File: config.mk
export PLATFORM = sky130hd
export DESIGN_NAME = swrs_ram
export DESIGN_NICKNAME = d
export VERILOG_FILES = /design/src/sv/swrs_ram.sv
export SDC_FILE = /design/constraint.sdc
export NUM_CORES = 2
export LEC_CHECK = 0
export BUFFER_PORTS_ARGS = -buffer_cell sky130_fd_sc_hd__buf_2
export CAP_MARGIN = 30
export CORE_MARGIN = 2
export CORE_UTILIZATION = 55
export DETAILED_ROUTE_END_ITERATION = 10
export GPL_ROUTABILITY_DRIVEN = 1
export PLACE_DENSITY = 0.71
export SETUP_SLACK_MARGIN = 0.1
export SLEW_MARGIN = 40
export SYNTH_ARGS = -nofsm -noshare
export SYNTH_HDL_FRONTEND = slang
export SYNTH_SLANG_ARGS = --single-unit
File: constraint.sdc
create_clock -name clock -period 5.13 [get_ports clock]
set_clock_uncertainty 0.15 [all_clocks]
set_input_delay 0.513 -clock clock [delete_from_list [all_inputs] [get_ports clock]]
set_output_delay 0.513 -clock clock [all_outputs]
set_load 0.02 [all_outputs]
File: src/sv/swrs_ram.sv
`timescale 1ns / 1ps
// ---------------------------------------------------------------------------
// swrs_ram
// Generic simple dual port RAM, one write port, one registered read port.
// ---------------------------------------------------------------------------
module swrs_ram #(
   parameter int unsigned WIDTH = 32,
   parameter int unsigned DEPTH = 64
) (
   input  logic                     clock,
   input  logic                     wr_en,
   input  logic [$clog2(DEPTH)-1:0] wr_addr,
   input  logic [WIDTH-1:0]         wr_data,
   input  logic                     rd_en,
   input  logic [$clog2(DEPTH)-1:0] rd_addr,
   output logic [WIDTH-1:0]         rd_data
);

   logic [WIDTH-1:0] mem_ff [DEPTH];
   logic [WIDTH-1:0] rd_data_ff;

   always_ff @(posedge clock) begin
      if (wr_en) begin
         mem_ff[wr_addr] <= wr_data;
      end
      if (rd_en) begin
         rd_data_ff <= mem_ff[rd_addr];
      end
   end

   assign rd_data = rd_data_ff;

endmodule

==> summary.txt <==
===========================================================================================
Num ports ....................................................................           79
Number of rows in the core area ..............................................          138
Maximum fanout encountered on the critical timing path .......................           39
DR DRC count .................................................................            0
Inserted Clock Buffers .......................................................          199
Post-Synth Simple-Gate Area ..................................................       1.260%
Worst setup margin ...........................................................     2.023 ns
Total Die Area ............................................................... 146,400 sq um
Crit Path Category ........................................................... input pin to flip-flop
Synth Flop Type .............................................................. sky130_fd_sc_hd__edfxtp_1
Sinks on the clock net .......................................................        2,080
Antenna Nets Post-Route ......................................................            0
Yosys reg bits ...............................................................        2,080
Final Hold Violating Endpoints ...............................................            0
Nets .........................................................................        3,681
Area Overhead vs Synth .......................................................       14.00%
Mean area per synthesized cell ...............................................  23.72 sq um
Distinct cells, synth ........................................................           33
Maximum number of buffers from clock root to sink ............................            3
Leakage ......................................................................     28.09 nW
Required time worst endpoint .................................................      5.52 ns
Half-perimeter wire length after placement ...................................     115.8 mm
Unrepaired setup endpoints after global routing ..............................           no
Area share of xor/xnor cells in the synthesized design .......................           0%
Gp weighted congestion .......................................................       0.8006
Final routed wire length divided by cell count ............................... 35.21 microns
Met1 GRT Util ................................................................       38.59%
Leading cell types by count after synthesis .................................. sky130_fd_sc_hd__edfxtp_1, sky130_fd_sc_hd__mux4_2, sky130_fd_sc_hd__nor2_1, sky130_fd_sc_hd__mux2i_1, sky130_fd_sc_hd__o22ai_1
Number of design-rule violations left by the first detailed-router iteration .        5,703
Cell type with the largest total area after synthesis ........................ sky130_fd_sc_hd__edfxtp_1
Startpoint of the worst register-to-register path ............................ mem_ff[7][1]
Delay of the slowest cell on the worst path ..................................      0.60 ns
Number of levels the H-tree was split into ...................................            4
Count of pins over their slew limit ..........................................            0
Clock root buffer master ..................................................... sky130_fd_sc_hd__clkbuf_16
TritonCTS clock tree .........................................................          yes
First-pass iteration count of the detailed router ............................            5
Startpoint kind of the worst setup timing path ...............................    input pin
Register-to-register path setup slack ........................................      2.58 ns
Maximum Capacitance Violations ...............................................            0
Highest-delay cell along the critical path ................................... sky130_fd_sc_hd__o22ai_1
Maximum number of pins on one net before global-route repair .................           81
Final wirelength .............................................................     200.2 mm
EDFF count, synth ............................................................        2,080
Global-route usage over all layers ...........................................       27.77%
Leading cell type by number of instances after synthesis ..................... sky130_fd_sc_hd__edfxtp_1
Routed vias/inst .............................................................        6.685
Beginning of the worst hold path .............................................  wr_data[17]
DP Cell Count ................................................................        5,315
Overflow left after global routing ...........................................            0
Final clock period utilization by the worst path .............................       60.56%
Min Clock Period, post-route .................................................     3.107 ns
Number of synthesis warnings .................................................            0
Post-CTS Setup Inserts .......................................................            0
Post-route setup TNS .........................................................         0 ns
Met3 capacity usage during global routing ....................................       9.540%
Adder and majority gate portion of the synthesized area ......................           0%
Number of gates resized after cts ............................................            0
Area inside the core boundary ................................................ 141,900 sq um
Hold Path Class .............................................................. input pin to flip-flop
Via count of the first global-routing pass ...................................       37,920
Count of port buffers added during placement .................................           78
Hold-critical path depth .....................................................            1
Cell count after synthesis ...................................................        3,324
Final Non-Filler Cells .......................................................        5,686
Peak clock frequency supported by timing .....................................    321.9 MHz
Total power divided by cell area ............................................. 385.9 nW/um^2
Count of vias placed by the detailed router ..................................       38,013
Capture endpoint of the worst hold path ...................................... mem_ff[2][17]
Setup crit end kind ..........................................................    flip-flop
Series of cell instances along the critical path ............................. buf_8 -> buf_12 -> buf_12 -> buf_4 -> mux4_2 -> mux4_2 -> o22ai_1 -> nor2_1
Initial antenna violation count ..............................................           26
Peak VDD IR ..................................................................    0.3432 mV
Post-synthesis cell area ..................................................... 78,840 sq um
Multiplexer share of the synthesized area ....................................       16.72%
CP arrival ...................................................................      3.50 ns
Worst flop-to-flop path endpoint .............................................   rd_data[1]
Horizontal extent of the die ................................................. 382.6 microns
Post-Place Setup Slack .......................................................     1.172 ns
Max-slew headroom ............................................................       40.22%
Largest family of logic cells by synthesized area ............................ multiplexers
GRT met2 Usage ...............................................................       41.40%
Clock insertion delay at the later pin of the skew report ....................      0.83 ns
Actual transition at the worst max-transition pin ............................    0.8968 ns
Run status ................................................................... finished clean
Top post-synthesis cells by area ............................................. sky130_fd_sc_hd__edfxtp_1, sky130_fd_sc_hd__mux4_2, sky130_fd_sc_hd__mux2i_1
Number of cells on the worst reg-to-reg path .................................            4
Fraction of registers with async set or reset after synthesis ................           0%
Fraction of layout cells with a size suffix above 1 ..........................       31.32%
Share of synthesized area occupied by flip-flops and latches .................       79.23%
Fraction of the mapped netlist area in compound gates ........................       1.666%
Worst-path clk slew ..........................................................      0.06 ns
Final-report setup violation count ...........................................            0
Die Y ........................................................................ 382.6 microns
Initial Utilization ..........................................................       55.54%
Global-route wire length before repair .......................................     282.1 mm
Net count of the mapped netlist ..............................................        3,371
Proportion of netlist area held by the largest area contributor ..............       79.23%
Global-route layer with the greatest usage ...................................         met2
Cts-stage hold buffer count ..................................................            0
===========================================================================================
==> through the flow <==
stage	util (%)	power [mW]	instance area, sq um	hold slack (ns)
2_1_floorplan	-	20.19	78840	0.4619
3_3_place_gp	58.33	20.98	82790	0.6474
3_5_place_dp	58.81	21.02	83470	0.6695
4_1_cts	63.15	34.80	89630	0.04485
5_1_grt	63.31	35.55	89860	0.08099
6_report	63.32	34.68	89870	0.08474
==> state kept, by name, indices dropped and copies added, names as in the netlist <==
name     cells
mem_ff    2048
rd_data     32
==> power breakdown <==
part | switching [mW] | internal (mW)
logic | 1.12 | 0.653
registers | 0.0566 | 18.9
clock network | 6.19 | 7.80
total | 7.37 | 27.3
==> cells by family (layout without fill, tap and decap cells) <==
kind of cell           count (synthesis)  after routing
AOI/OAI and AO/OA                    202            202
buffers and inverters                182            648
DFF                                 2080           2080
muxes                                637            637
other                                  0              6
and+or+nand+nor                      223            223
==> per-layer routing <==
metal,up-vias,routed length (microns)
met5,-,136
met4,22,6782
met3,396,27110
met2,2590,92780
met1,20080,73420
li1,14925,-
==> critical path, delay by kind of cell <==
| family | cells | cell delay (ns) |
|---|---|---|
| buf+inv | 4 | 1.11 |
| mux | 2 | 1.07 |
| compound gates | 1 | 0.60 |
| simple gates | 1 | 0.10 |
==> placed cells by master (no fill, tap or decap), types with 4 or more instances in the layout <==
| master | instances |
|---|---|
| sky130_fd_sc_hd__a21oi_1 | 56 |
| sky130_fd_sc_hd__a21oi_2 | 6 |
| sky130_fd_sc_hd__a22oi_1 | 12 |
| sky130_fd_sc_hd__a311oi_1 | 8 |
| sky130_fd_sc_hd__a41o_1 | 4 |
| sky130_fd_sc_hd__and3_1 | 4 |
| sky130_fd_sc_hd__buf_12 | 17 |
| sky130_fd_sc_hd__buf_16 | 25 |
| sky130_fd_sc_hd__buf_2 | 59 |
| sky130_fd_sc_hd__buf_4 | 178 |
| sky130_fd_sc_hd__buf_8 | 8 |
| sky130_fd_sc_hd__bufinv_16 | 12 |
| sky130_fd_sc_hd__clkbuf_1 | 47 |
| sky130_fd_sc_hd__clkbuf_16 | 202 |
| sky130_fd_sc_hd__clkinv_1 | 43 |
| sky130_fd_sc_hd__clkinv_2 | 34 |
| sky130_fd_sc_hd__clkinv_8 | 5 |
| sky130_fd_sc_hd__clkinvlp_4 | 4 |
| sky130_fd_sc_hd__diode_2 | 6 |
| sky130_fd_sc_hd__edfxtp_1 | 2080 |
| sky130_fd_sc_hd__inv_6 | 6 |
| sky130_fd_sc_hd__mux2i_1 | 93 |
| sky130_fd_sc_hd__mux4_2 | 544 |
| sky130_fd_sc_hd__nand2_1 | 26 |
| sky130_fd_sc_hd__nand2b_1 | 5 |
| sky130_fd_sc_hd__nand3_1 | 4 |
| sky130_fd_sc_hd__nand3b_1 | 5 |
| sky130_fd_sc_hd__nor2_1 | 74 |
| sky130_fd_sc_hd__nor2_4 | 62 |
| sky130_fd_sc_hd__nor2b_1 | 14 |
| sky130_fd_sc_hd__nor3_1 | 5 |
| sky130_fd_sc_hd__o221ai_1 | 27 |
| sky130_fd_sc_hd__o22ai_1 | 81 |
| sky130_fd_sc_hd__o32ai_1 | 4 |
==> worst max-delay path by stage <==
stage	start	endpoint	cells after the start
floorplan	wr_addr[3]	mem_ff[48][0]	4
global placement	rd_addr[0]	rd_data[0]	9
detailed placement	rd_addr[0]	rd_data[23]	9
CTS	rd_addr[0]	rd_data[23]	9
global route	rd_addr[0]	rd_data[1]	8
finish	rd_addr[0]	rd_data[1]	8
==> area by class of cell <==
cell class | instances | area, sq um
tap | 1890 | 2365
clock inverter | 109 | 954.7
sequential | 2080 | 62460
timing repair buffer | 291 | 2839
clock buffer | 248 | 5206
antenna | 6 | 15.01
multi-input combinational | 1062 | 16030
fill | 9163 | 52060
Note: power is estimated with default switching activity, not from simulation.
