===== config.mk =====
export PLATFORM = sky130hd
export DESIGN_NAME = swrs_cell
export DESIGN_NICKNAME = d
export VERILOG_FILES = /design/src/sv/swrs_pkg.sv /design/src/sv/swrs_cell.sv
export SDC_FILE = /design/constraint.sdc
export NUM_CORES = 1
export LEC_CHECK = 0
export BUFFER_PORTS_ARGS = -buffer_cell sky130_fd_sc_hd__buf_4
export CAP_MARGIN = 20
export CORE_MARGIN = 4
export CORE_UTILIZATION = 45
export DETAILED_ROUTE_END_ITERATION = 10
export GPL_ROUTABILITY_DRIVEN = 1
export PLACE_DENSITY = 0.91
export SYNTH_ARGS = -nofsm -noshare
export SYNTH_HDL_FRONTEND = slang
export SYNTH_SLANG_ARGS = --single-unit
export TNS_END_PERCENT = 5

===== constraint.sdc =====
create_clock -name clock -period 3.65 [get_ports clock]
set_clock_uncertainty 0.05 [all_clocks]
set_input_delay 0.73 -clock clock [delete_from_list [all_inputs] [get_ports clock]]
set_output_delay 0.73 -clock clock [all_outputs]
set_load 0.05 [all_outputs]

===== src/sv/swrs_pkg.sv =====
`timescale 1ns / 1ps
// ---------------------------------------------------------------------------
// swrs_pkg
// Shared types and codes for the sliding window rank sorter.
// ---------------------------------------------------------------------------
package swrs_pkg;

   // request op codes
   localparam logic [1:0] OP_ADD  = 2'd0;
   localparam logic [1:0] OP_RANK = 2'd1;
   localparam logic [1:0] OP_AGE  = 2'd2;
   localparam logic [1:0] OP_NONE = 2'd3;

   localparam int unsigned SAMPLE_W = 32;
   localparam int unsigned POS_W    = 6;
   localparam int unsigned CSR_W    = 7;
   localparam logic [CSR_W-1:0] WINDOW_SIZE_RESET = 7'd64;

   typedef struct packed {
      logic [1:0]                 op;
      logic signed [SAMPLE_W-1:0] sample;
      logic [POS_W-1:0]           position;
   } req_type;

   typedef struct packed {
      logic signed [SAMPLE_W-1:0] value;
      logic                       bad_position;
   } rsp_type;

   // compare flags a cell shares with its neighbors
   typedef struct packed {
      logic lt_old;   // own key sorts before the evicted key
      logic lt_new;   // own key sorts before the incoming key
   } cell_flag_type;

endpackage


===== src/sv/swrs_cell.sv =====
`timescale 1ns / 1ps
// ---------------------------------------------------------------------------
// swrs_cell
// One rank cell: holds the sample at its rank and the slot it came from.
// On an add, evicts the old key and inserts the new one using neighbor data.
// ---------------------------------------------------------------------------
module swrs_cell #(
   parameter int unsigned INDEX  = 0,
   parameter int unsigned SLOT_W = 6,
   parameter int unsigned NW     = 7
) (
   input  logic                                  clock,
   input  logic                                  clear,
   input  logic                                  update,
   input  logic [NW-1:0]                         n_active,
   input  logic signed [swrs_pkg::SAMPLE_W-1:0]  old_value,
   input  logic [SLOT_W-1:0]                     old_slot,
   input  logic signed [swrs_pkg::SAMPLE_W-1:0]  new_value,
   input  logic [SLOT_W-1:0]                     new_slot,
   input  logic signed [swrs_pkg::SAMPLE_W-1:0]  left_value,
   input  logic [SLOT_W-1:0]                     left_slot,
   input  swrs_pkg::cell_flag_type               left_flag,
   input  logic signed [swrs_pkg::SAMPLE_W-1:0]  right_value,
   input  logic [SLOT_W-1:0]                     right_slot,
   input  swrs_pkg::cell_flag_type               right_flag,
   output logic signed [swrs_pkg::SAMPLE_W-1:0]  cell_value,
   output logic [SLOT_W-1:0]                     cell_slot,
   output swrs_pkg::cell_flag_type               cell_flag
);

   localparam logic [NW:0]       IDX      = (NW + 1)'(INDEX);
   localparam logic [NW:0]       IDX_NEXT = (NW + 1)'(INDEX + 1);
   localparam logic [SLOT_W-1:0] HOME     = SLOT_W'(INDEX);

   logic signed [swrs_pkg::SAMPLE_W-1:0] value_ff, value_in;
   logic [SLOT_W-1:0]                    slot_ff, slot_in;
   logic                                 active, next_active;

   // compacted list after eviction: entry at this rank and the one below it
   logic                                 r_exists, r_lt;
   logic signed [swrs_pkg::SAMPLE_W-1:0] r_value, m_value;
   logic [SLOT_W-1:0]                    r_slot, m_slot;
   logic                                 m_lt;

   assign active      = IDX < {1'b0, n_active};
   assign next_active = IDX_NEXT < {1'b0, n_active};

   // key order: signed value, then slot
   assign cell_flag.lt_old = (value_ff < old_value) ||
                             ((value_ff == old_value) && (slot_ff < old_slot));
   assign cell_flag.lt_new = (value_ff < new_value) ||
                             ((value_ff == new_value) && (slot_ff < new_slot));

   always_comb begin
      r_exists = 1'b1;
      r_value  = value_ff;
      r_slot   = slot_ff;
      r_lt     = cell_flag.lt_new;
      if (!cell_flag.lt_old) begin
         r_value = right_value;
         r_slot  = right_slot;
         r_lt    = right_flag.lt_new;
         r_exists = next_active;
      end

      m_value = value_ff;
      m_slot  = slot_ff;
      m_lt    = cell_flag.lt_new;
      if (INDEX == 0) begin
         m_lt = 1'b1;
      end else if (left_flag.lt_old) begin
         m_value = left_value;
         m_slot  = left_slot;
         m_lt    = left_flag.lt_new;
      end

      priority if (r_exists && r_lt) begin
         value_in = r_value;
         slot_in  = r_slot;
      end else if (m_lt) begin
         value_in = new_value;
         slot_in  = new_slot;
      end else begin
         value_in = m_value;
         slot_in  = m_slot;
      end
   end

   always_ff @(posedge clock) begin
      if (clear) begin
         value_ff <= '0;
         slot_ff  <= HOME;
      end else if (update && active) begin
         value_ff <= value_in;
         slot_ff  <= slot_in;
      end
   end

   assign cell_value = value_ff;
   assign cell_slot  = slot_ff;

endmodule


==> flow_summary.json <==
{
  "postLayoutCellArea_mm2": 0.00499,
  "synth_top_cell_area_share_pct": 26.1,
  "final_cells": 709,
  "drc": 0,
  "cts_tree": "built",
  "crit_required_ns": 2.87,
  "netlist_instances": 446,
  "path_max_fanout": 3,
  "clk_latency_ns": 0.29,
  "gp_congestion": 0.842,
  "total_power_uw": 2290,
  "first_iter_violations": 102,
  "timing.critical_path.to": "cell_flag[0]",
  "n_antenna_cell": 0,
  "grt_pass1_wl_um": 18100,
  "numCtsBuffers": 5,
  "fmax_mhz": 288,
  "wirelength_um": 10800,
  "rrSetupSlack_ns": 0.76,
  "cts_sinks": 38,
  "async_reset_ff_share_pct": 0,
  "drive_gt1_share_pct": 32.8,
  "routedWlPerCell_um": 15.2,
  "powerDensity_mw_per_mm2": 459,
  "ys_seq_elements": 38,
  "nFillCells": 634,
  "path_class": "primary input to output port",
  "setup_tns_ns": 0,
  "ff_latch_area_um2": 761,
  "fp-row-count": 32,
  "io_buffers": 164,
  "track_usage_pct": 22.5,
  "max-vdd-ir-drop_mv": 0.295,
  "rsz0062_at_grt": "false",
  "avgSynthCellArea_um2": 7.95,
  "hp-class": "flip-flop to flip-flop",
  "die_y_um": 96.8,
  "antenna_found_initial": 0,
  "synth_ff_type": "dfxtp_1",
  "place_ws_ns": 0.134,
  "hold_viol_final": 0,
  "post-route-period-util_pct": 95.1,
  "fp.coreArea_mm2": 0.00769,
  "ys_seq_area_share_pct": 21.4,
  "start_kind": "primary input",
  "multi_input_area_mm2": 0.00231,
  "arrival_ns": 2.69,
  "reg2reg_from": "cell_value[17]",
  "die_x_um": 96.8,
  "grt_start_max_net_pins": 39,
  "routed_via_density": 5.35,
  "ios": 206,
  "final_max_slew_viol_count": 0,
  "maxSlewHeadroom_pct": 68.4,
  "path_clk_slew_ns": 0.07,
  "r2r-end": "cell_value[27]",
  "setup_viol": 0,
  "ys_warn_count": 0,
  "end_kind": "output port",
  "critical_path.startpoint": "new_value[7]",
  "syn-num-nets": 686,
  "leakagePower_uw": 0.00287,
  "gr-total-overflow": 0,
  "maxCapViolations": 0,
  "detail-route-antenna-nets": 0,
  "root_buffer": "clkbuf_8",
  "synth_most_common_cell": "inv_1",
  "synthTopCellsByArea": "ha_1 26%, dfxtp_1 21%, inv_1 12%",
  "synth_edf_count": 0,
  "area_delta_synth_final_pct": 40.7,
  "die_area_mm2": 0.00937,
  "fin_ws_ns": 0.180,
  "grt_pass1_vias": 4059,
  "place_inst": 702,
  "status": "finished, final reports clean",
  "drtPass1Iterations": 4,
  "nets": 847,
  "min_period_ns": 3.47,
  "vias": 3790,
  "tightestPinTransition_ns": 0.470,
  "place_area_mm2": 0.00490,
  "syn-cell-area_mm2": 0.00355,
  "ys_types": 34,
  "ff2ff_path_depth": 10,
  "start_util_pct": 46.1,
  "h-tree-depth": 2,
  "dpl.hpwl_um": 8960,
  "synth_common_cells": "111 x inv_1, 74 x ha_1, 69 x a21oi_1",
  "cts_max_path_buffers": 2,
  "yosysTopAreaCell": "ha_1"
}
==> layer usage <==
| layer | track usage, % | part of all wire [%] | vias up |
|---|---|---|---|
| met3 | 4.54 | 5.6 | 16 |
| li1 | - | - | 1898 |
| met1 | 25.7 | 41 | 1737 |
| met4 | 5.40 | 1.5 | 0 |
| met2 | 42.4 | 52 | 139 |
| met5 | 0 | 0 | - |
==> worst min-delay path by stage <==
stage                  start       endpoint  slack [ns]  cells after the start
6_report       cell_value[0]  cell_value[0]        0.53                      1
3_3_place_gp   cell_value[0]  cell_value[0]        0.50                      1
2_1_floorplan  cell_value[0]  cell_value[0]        0.79                      1
3_5_place_dp   cell_value[0]  cell_value[0]        0.51                      1
5_1_grt        cell_value[0]  cell_value[0]        0.56                      1
4_1_cts        cell_value[0]  cell_value[0]        0.53                      1
==> sequential cells by signal (all words and copies together), names as in the netlist <==
| name | cells |
|---|---|
| cell_slot | 6 |
| cell_value | 32 |
==> repair_timing <==
action,4_1_cts,5_1_grt
buffers inserted,0,0
hold buffers,0,0
endpoints found under the setup margin,0,1
resized for setup,0,2
==> metrics by stage <==
stage	hold slack, ns	util, %
floorplan	0.785	-
global placement	0.504	63.8
detailed placement	0.515	63.8
CTS	0.533	64.8
global route	0.558	64.9
finish	0.531	64.9
==> where the power goes <==
part	internal [uW]	switching [uW]	total (uW)
Combinational	554	830	1380
Sequential	508	112	621
Clock	132	153	285
Total	1190	1100	2290
==> cells by family (layout without fill, tap and decap cells) <==
| logic type | count (synthesis) | count (layout) | synth area share (%) |
|---|---|---|---|
| buffers and inverters | 127 | 288 | 14.3 |
| AND/OR/NAND/NOR | 68 | 68 | 9.98 |
| adder cells (fa/ha/maj) | 74 | 74 | 26.1 |
| XOR/XNOR | 1 | 1 | 0.247 |
| AO/OA/AOI/OAI | 138 | 138 | 27.9 |
| flip-flops | 38 | 38 | 21.4 |
==> final cells by class <==
class,instances,area share (%)
inverters,111,8.35
well taps,102,2.56
clock buffers,7,1.53
flip-flops and latches,38,15.2
multi-input cells,281,46.2
repair buffers,170,26.1
==> cell usage in the layout (no fill, tap or decap), drive strengths merged, types with 4 or more instances in the layout <==
| master | instances |
|---|---|
| a21o | 7 |
| a21oi | 69 |
| buf | 170 |
| clkbuf | 7 |
| dfxtp | 38 |
| ha | 74 |
| inv | 111 |
| nand2 | 22 |
| nand2b | 5 |
| nand3 | 6 |
| nand4 | 14 |
| nor2 | 8 |
| nor4 | 4 |
| o21ai | 12 |
| o221a | 38 |
==> critical path, stage by stage <==
cell	delay [ns]
buf_4	0.09
inv_1	0.04
ha_1	0.33
a21oi_1	0.14
o21ai_0	0.11
a221o_1	0.33
or3_1	0.42
a21oi_1	0.14
a21o_1	0.16
buf_4	0.21
Note: power is estimated with default switching activity, not from simulation.
